File: config.mk
export PLATFORM = sky130hd
export DESIGN_NAME = sks_ctrl
export DESIGN_NICKNAME = d
export VERILOG_FILES = /design/src/hdl/sks_pkg.sv /design/src/hdl/sks_ctrl.sv
export SDC_FILE = /design/constraint.sdc
export NUM_CORES = 1
export LEC_CHECK = 0
export ABC_CLOCK_PERIOD_IN_PS = 1800
export BUFFER_PORTS_ARGS = -buffer_cell sky130_fd_sc_hd__buf_4
export CAP_MARGIN = 10
export CORE_AREA = 2 2 45 47
export DETAILED_ROUTE_END_ITERATION = 16
export DIE_AREA = 0 0 47 49
export GPL_ROUTABILITY_DRIVEN = 0
export PLACE_DENSITY = 0.6
export SYNTH_ARGS = -nofsm -noshare
export SYNTH_HDL_FRONTEND = slang
export SYNTH_SLANG_ARGS = --single-unit
File: constraint.sdc
create_clock -name clock -period 1.8 [get_ports clock]
set_input_delay 0.27 -clock clock [delete_from_list [all_inputs] [get_ports clock]]
set_output_delay 0.27 -clock clock [all_outputs]
set_load 0.05 [all_outputs]
File: src/hdl/sks_pkg.sv
// Shared types, constants and deck permutation functions for the Solitaire keystream cipher.
// Every other file in this block imports this package.
package sks_pkg;

   localparam int DECK_SIZE     = 54;
   localparam int ALPHABET_SIZE = 26;
   localparam int CARD_W        = 6;
   localparam int IDX_W         = 6;

   localparam logic [CARD_W-1:0] JOKER_A    = 6'd53;
   localparam logic [CARD_W-1:0] JOKER_B    = 6'd54;
   localparam logic [CARD_W-1:0] LAST_PLAIN = 6'd52;
   localparam logic [IDX_W-1:0]  LAST_POS   = 6'(DECK_SIZE - 1);
   localparam logic [4:0]        ALPHA      = 5'(ALPHABET_SIZE);

   localparam logic [1:0] ACT_LOAD    = 2'd0;
   localparam logic [1:0] ACT_RESTART = 2'd1;
   localparam logic [1:0] ACT_ENCRYPT = 2'd2;
   localparam logic [1:0] ACT_DECRYPT = 2'd3;

   localparam logic [2:0] OP_NOP     = 3'd0;
   localparam logic [2:0] OP_LOAD    = 3'd1;
   localparam logic [2:0] OP_RESTART = 3'd2;
   localparam logic [2:0] OP_LATCH   = 3'd3;
   localparam logic [2:0] OP_MOVEA   = 3'd4;
   localparam logic [2:0] OP_MOVEB   = 3'd5;
   localparam logic [2:0] OP_TCUT    = 3'd6;
   localparam logic [2:0] OP_CCUT    = 3'd7;

   localparam logic [1:0] RSP_ZERO   = 2'd0;
   localparam logic [1:0] RSP_ERR    = 2'd1;
   localparam logic [1:0] RSP_CIPHER = 2'd2;

   typedef logic [DECK_SIZE-1:0][CARD_W-1:0] deck_type;

   typedef struct packed {
      logic [2:0] op;
      logic       rsp_we;
      logic [1:0] rsp_kind;
   } cmd_type;

   typedef struct packed {
      logic jokers_ok;
      logic out_plain;
   } stat_type;

   // Returns {found, index} of the first card holding the value.
   function automatic logic [IDX_W:0] find_card(deck_type d, logic [CARD_W-1:0] v);
      logic [IDX_W:0] r;
      r = '0;
      for (int i = DECK_SIZE - 1; i >= 0; i--) begin
         if (d[i] == v) begin
            r = {1'b1, IDX_W'(i)};
         end
      end
      return r;
   endfunction

   function automatic logic [CARD_W-1:0] clamp_count(logic [CARD_W-1:0] v);
      return (v >= JOKER_A) ? JOKER_A : v;
   endfunction

   // Takes the card at p out and reinserts it so that it sits at q.
   function automatic deck_type relocate(deck_type d, logic [IDX_W-1:0] p,
                                         logic [IDX_W-1:0] q);
      deck_type r;
      r = d;
      for (int i = 0; i < DECK_SIZE; i++) begin
         if (IDX_W'(i) == q) begin
            r[i] = d[p];
         end else if (q > p) begin
            if (IDX_W'(i) >= p && IDX_W'(i) < q && i < DECK_SIZE - 1) begin
               r[i] = d[i+1];
            end
         end else begin
            if (IDX_W'(i) > q && IDX_W'(i) <= p && i > 0) begin
               r[i] = d[i-1];
            end
         end
      end
      return r;
   endfunction

   function automatic deck_type triple_cut(deck_type d, logic [IDX_W-1:0] lo,
                                           logic [IDX_W-1:0] hi);
      deck_type       r;
      logic [IDX_W:0] len1;
      logic [IDX_W:0] len2;
      logic [IDX_W:0] k;
      logic [IDX_W:0] src;
      len1 = (IDX_W+1)'(LAST_POS) - {1'b0, hi};
      len2 = len1 + {1'b0, hi} - {1'b0, lo} + 7'd1;
      for (int i = 0; i < DECK_SIZE; i++) begin
         k = (IDX_W+1)'(i);
         if (k < len1) begin
            src = {1'b0, hi} + 7'd1 + k;
         end else if (k < len2) begin
            src = {1'b0, lo} + k - len1;
         end else begin
            src = k - len2;
         end
         r[i] = d[src[IDX_W-1:0]];
      end
      return r;
   endfunction

   function automatic deck_type count_cut(deck_type d);
      deck_type        r;
      logic [CARD_W-1:0] n;
      logic [IDX_W:0]  s;
      r = d;
      n = clamp_count(d[DECK_SIZE-1]);
      if (n != '0 && n < LAST_POS) begin
         for (int i = 0; i < DECK_SIZE - 1; i++) begin
            s = (IDX_W+1)'(i) + {1'b0, n};
            if (s >= (IDX_W+1)'(LAST_POS)) begin
               s = s - (IDX_W+1)'(LAST_POS);
            end
            r[i] = d[s[IDX_W-1:0]];
         end
      end
      return r;
   endfunction

endpackage

File: src/hdl/sks_ctrl.sv
// Sequencing controller for the Solitaire keystream cipher.
// Depends on sks_pkg; drives the datapath through command and status structs.
module sks_ctrl (
   input  logic             clock,
   input  logic             reset,
   input  logic             req_tvalid,
   output logic             req_tready,
   input  logic [1:0]       req_action,
   output logic             rsp_tvalid,
   input  logic             rsp_tready,
   output sks_pkg::cmd_type cmd,
   input  sks_pkg::stat_type stat
);
   import sks_pkg::*;

   localparam logic [2:0] S_IDLE  = 3'd0;
   localparam logic [2:0] S_MOVEA = 3'd1;
   localparam logic [2:0] S_MOVEB = 3'd2;
   localparam logic [2:0] S_TCUT  = 3'd3;
   localparam logic [2:0] S_CCUT  = 3'd4;
   localparam logic [2:0] S_OUT   = 3'd5;

   logic [2:0] state_ff, state_in;
   logic [5:0] tries_ff, tries_in;
   logic       valid_ff, valid_in;
   logic       slot_free;
   logic       accept;

   assign slot_free  = !valid_ff || rsp_tready;
   assign req_tready = (state_ff == S_IDLE) && slot_free;
   assign accept     = req_tvalid && req_tready;
   assign rsp_tvalid = valid_ff;

   always_comb begin
      state_in     = state_ff;
      tries_in     = tries_ff;
      cmd.op       = OP_NOP;
      cmd.rsp_we   = 1'b0;
      cmd.rsp_kind = RSP_ZERO;
      unique case (state_ff)
         S_IDLE: begin
            if (accept) begin
               unique case (req_action)
                  ACT_LOAD: begin
                     cmd.op     = OP_LOAD;
                     cmd.rsp_we = 1'b1;
                  end
                  ACT_RESTART: begin
                     cmd.op     = OP_RESTART;
                     cmd.rsp_we = 1'b1;
                  end
                  default: begin
                     if (stat.jokers_ok) begin
                        cmd.op   = OP_LATCH;
                        tries_in = '0;
                        state_in = S_MOVEA;
                     end else begin
                        cmd.rsp_we   = 1'b1;
                        cmd.rsp_kind = RSP_ERR;
                     end
                  end
               endcase
            end
         end
         S_MOVEA: begin
            cmd.op   = OP_MOVEA;
            state_in = S_MOVEB;
         end
         S_MOVEB: begin
            cmd.op   = OP_MOVEB;
            state_in = S_TCUT;
         end
         S_TCUT: begin
            cmd.op   = OP_TCUT;
            state_in = S_CCUT;
         end
         S_CCUT: begin
            cmd.op   = OP_CCUT;
            state_in = S_OUT;
         end
         S_OUT: begin
            if (stat.out_plain || tries_ff == '1) begin
               if (slot_free) begin
                  cmd.rsp_we   = 1'b1;
                  cmd.rsp_kind = stat.out_plain ? RSP_CIPHER : RSP_ERR;
                  state_in     = S_IDLE;
               end
            end else begin
               tries_in = tries_ff + 6'd1;
               state_in = S_MOVEA;
            end
         end
         default: begin
            state_in = S_IDLE;
         end
      endcase
      if (cmd.rsp_we) begin
         valid_in = 1'b1;
      end else if (rsp_tready) begin
         valid_in = 1'b0;
      end else begin
         valid_in = valid_ff;
      end
   end

   always_ff @(posedge clock) begin
      if (reset) begin
         state_ff <= S_IDLE;
         tries_ff <= '0;
         valid_ff <= 1'b0;
      end else begin
         state_ff <= state_in;
         tries_ff <= tries_in;
         valid_ff <= valid_in;
      end
   end

endmodule

==> results.sh <==
export IMPL_start_util_pct=38.1
export IMPL_diodes=0
export IMPL_port_buffers=15
export IMPL_antenna_found_initial=0
export IMPL_hold_violations=0
export IMPL_seq_area_frac_synth_pct=28.5
export IMPL_ys_ff_latch=10
export IMPL_irDropWorstVdd_v=0.000547
export IMPL_worstReg2RegStart="tries_ff[1]$_SDFFE_PP0P_"
export IMPL_synth_top_area_share_pct=28.5
export IMPL_syn_area_sq_um=702
export IMPL_finish_utilization_pct=60.4
export IMPL_path_max_fanout=2
export IMPL_worstSkewPairLatency_ns=0.27
export IMPL_critical_path_class="register to primary output"
export IMPL_routedWlPerCell_um=13.6
export IMPL_status="finished, violations left"
export IMPL_synth_nets=93
export IMPL_drtAntennaViolNets=0
export IMPL_grt_pass1_vias=746
export IMPL_n_fill_cell=172
export IMPL_wl_mm=1.96
export IMPL_start_kind="register"
export IMPL_worstReg2RegEnd="rsp_tvalid$_SDFFE_PP0P_"
export IMPL_period_needed_ns=2.03
export IMPL_grt_ovfl_total=0
export IMPL_timing_hold_ws_ns=0.262
export IMPL_fin_nets=127
export IMPL_area_delta_synth_final_pct=58.5
export IMPL_drv_slew=0
export IMPL_drive_gt1_share_pct=50.4
export IMPL_yosys_area_top_type="dfxtp_1"
export IMPL_power_density_mw_per_mm2=688
export IMPL_hp_start="reset"
export IMPL_dr_total_vias=751
export IMPL_crit_required_ns=1.53
export IMPL_synth_area_leaders="dfxtp_1, nand2b_1, a21oi_1"
export IMPL_synth_warnings=0
export IMPL_clk_pin_slew_ns=0.08
export IMPL_layout_area_seq_sq_um=214
export IMPL_clock_path_buffers=2
export IMPL_drt_pass1_iter_count=4
export IMPL_hold_end="rsp_tvalid$_SDFFE_PP0P_"
export IMPL_fin_crit_sh_pct=113
export IMPL_grt_pass1_wl_mm=3.31
export IMPL_clkSinkCount=10
export IMPL_synth_edff_count=0
export IMPL_cap_violations=0
export IMPL_post_route_drc_count=0
export IMPL_die_h_um=49
export IMPL_slew_headroom_pct=73.3
export IMPL_place_hpwl_mm=1.29
export IMPL_r2r_slack_ns=0.27
export IMPL_grt_max_degree=16
export IMPL_cts_max_level=1
export IMPL_hold_class="input pin to register"
export IMPL_failed_checks="setup timing"
export IMPL_multi_input_area_sq_um=551
export IMPL_grt_usage_pct=19.4
export IMPL_cts_buffers=3
export IMPL_setup_slack_ns=-0.234
export IMPL_synth_flop_cell="dfxtp_1"
export IMPL_fmax_mhz=492
export IMPL_ys_types=43
export IMPL_postSynthCellCount=84
export IMPL_avgViaCountPerCell=5.22
export IMPL_die_area_sq_mm=0.00230
export IMPL_num_rows=16
export IMPL_clockRootBuffer="clkbuf_4"
export IMPL_synth_async_reset_ratio_pct=0
export IMPL_p_leak_nw=0.474
export IMPL_fin_cells=144
export IMPL_cts_hold_buf=0
export IMPL_worst_pin_slew_ns=0.390
export IMPL_setup_violations_final=2
export IMPL_crit_path_end_kind="primary output"
export IMPL_critPathArrivalTime_ns=1.76
export IMPL_synth_avg_cell_area_sq_um=8.36
export IMPL_place_inst=131
export IMPL_finalSetupTns_ns=-0.423
export IMPL_die_x_um=47
export IMPL_ios=16
export IMPL_worst_r2r_path_depth=7
export IMPL_whs_path_depth=2
export IMPL_fin_worst_skew_ns=0.00535
export IMPL_rsz0062_at_grt="true"
export IMPL_cts_tree="yes"
export IMPL_core_area_sq_mm=0.00184
export IMPL_drt_iter0_markers=10
## flip-flops by register name, indices dropped and copies added, names as in the netlist
signal / cells
rsp_tvalid: 1
tries_ff: 6
state_ff: 3
## worst max-delay path by stage
stage / startpoint / end / slack, ns / cells after the start
floorplan: tries_ff[0]$_SDFFE_PP0P_ / cmd[0] / -0.10 / 5
global route: tries_ff[1]$_SDFFE_PP0P_ / cmd[0] / -0.31 / 6
finish: tries_ff[1]$_SDFFE_PP0P_ / cmd[0] / -0.23 / 6
detailed placement: tries_ff[1]$_SDFFE_PP0P_ / cmd[0] / -0.003 / 6
CTS: tries_ff[0]$_SDFFE_PP0P_ / cmd[0] / -0.22 / 6
global placement: tries_ff[0]$_SDFFE_PP0P_ / cmd[0] / 0.04 / 6
## report_power, final
group          leakage (nW)  switching [W]  internal, W
combinational         0.369       0.000175     0.000136
sequential           0.0841      0.0000115     0.000230
clock                0.0210      0.0000895     0.000123
## critical path: stages (launching register included)
cell	delay, ns
dfxtp_2	0.36
ha_4	0.14
and4_4	0.22
a21oi_4	0.06
or2_4	0.24
o32ai_4	0.28
buf_6	0.19
## per-layer routing
layer / global-route usage (%) / routed length (um)
met4: 4.17 / 31
met1: 26.3 / 898
met3: 7.41 / 95
met2: 28.8 / 936
met5: 0 / 0
## layout make-up
class / instances / area share, %
Inverter: 3 / 1.01
Tap cell: 27 / 3.04
Multi-Input combinational cell: 66 / 49.5
Clock buffer: 4 / 3.26
Sequential cell: 10 / 19.2
Timing Repair Buffer: 34 / 24.0
## through the flow
stage	cell area (sq um)	worst slack (ns)	total power (W)
2_1_floorplan	753	-0.103	0.000438
3_3_place_gp	946	0.0437	0.000514
3_5_place_dp	946	-0.00250	0.000514
4_1_cts	1030	-0.221	0.000737
5_1_grt	1110	-0.310	0.000792
6_report	1110	-0.234	0.000765
## timing repair
action                     in CTS  in global routing
setup buffers                   3                  6
setup endpoints to repair       4                  4
pin swaps                       3                 10
resized for setup               9                  9
cloned                          0                  0
## cells by family after synthesis
kind of cell,share of synthesized area (%)
and+or+nand+nor,31.4
AOI/OAI and AO/OA,26.0
DFF,28.5
buffers and inverters,5.70
xor gates and xnor gates,3.74
muxes,2.85
adders and majority gates,1.78
## cells in the final DEF, fill, tap and decap left out, types with 2 or more instances in the layout
master     n
buf_4     31
a211oi_1   2
clkbuf_4   3
mux2i_1    2
o21ai_0    2
nand2_1    3
o22ai_2    2
xnor2_1    3
a21oi_1    6
dfxtp_4    3
buf_6      3
dfxtp_1    5
nand2b_1   6
dfxtp_2    2
nor3_1     2
inv_1      3
nor2_1     6
## synth_stat cells (2+ instances only)
cell,instances
nand2_1,3
a21oi_1,7
xnor2_1,3
o21ai_0,3
nor3_1,2
mux2i_1,2
inv_1,3
buf_2,2
nor2_1,7
buf_4,2
nor2b_1,2
o22ai_1,2
nand2b_1,6
dfxtp_1,10
a211oi_1,2
(Power assumes the default switching activity.)
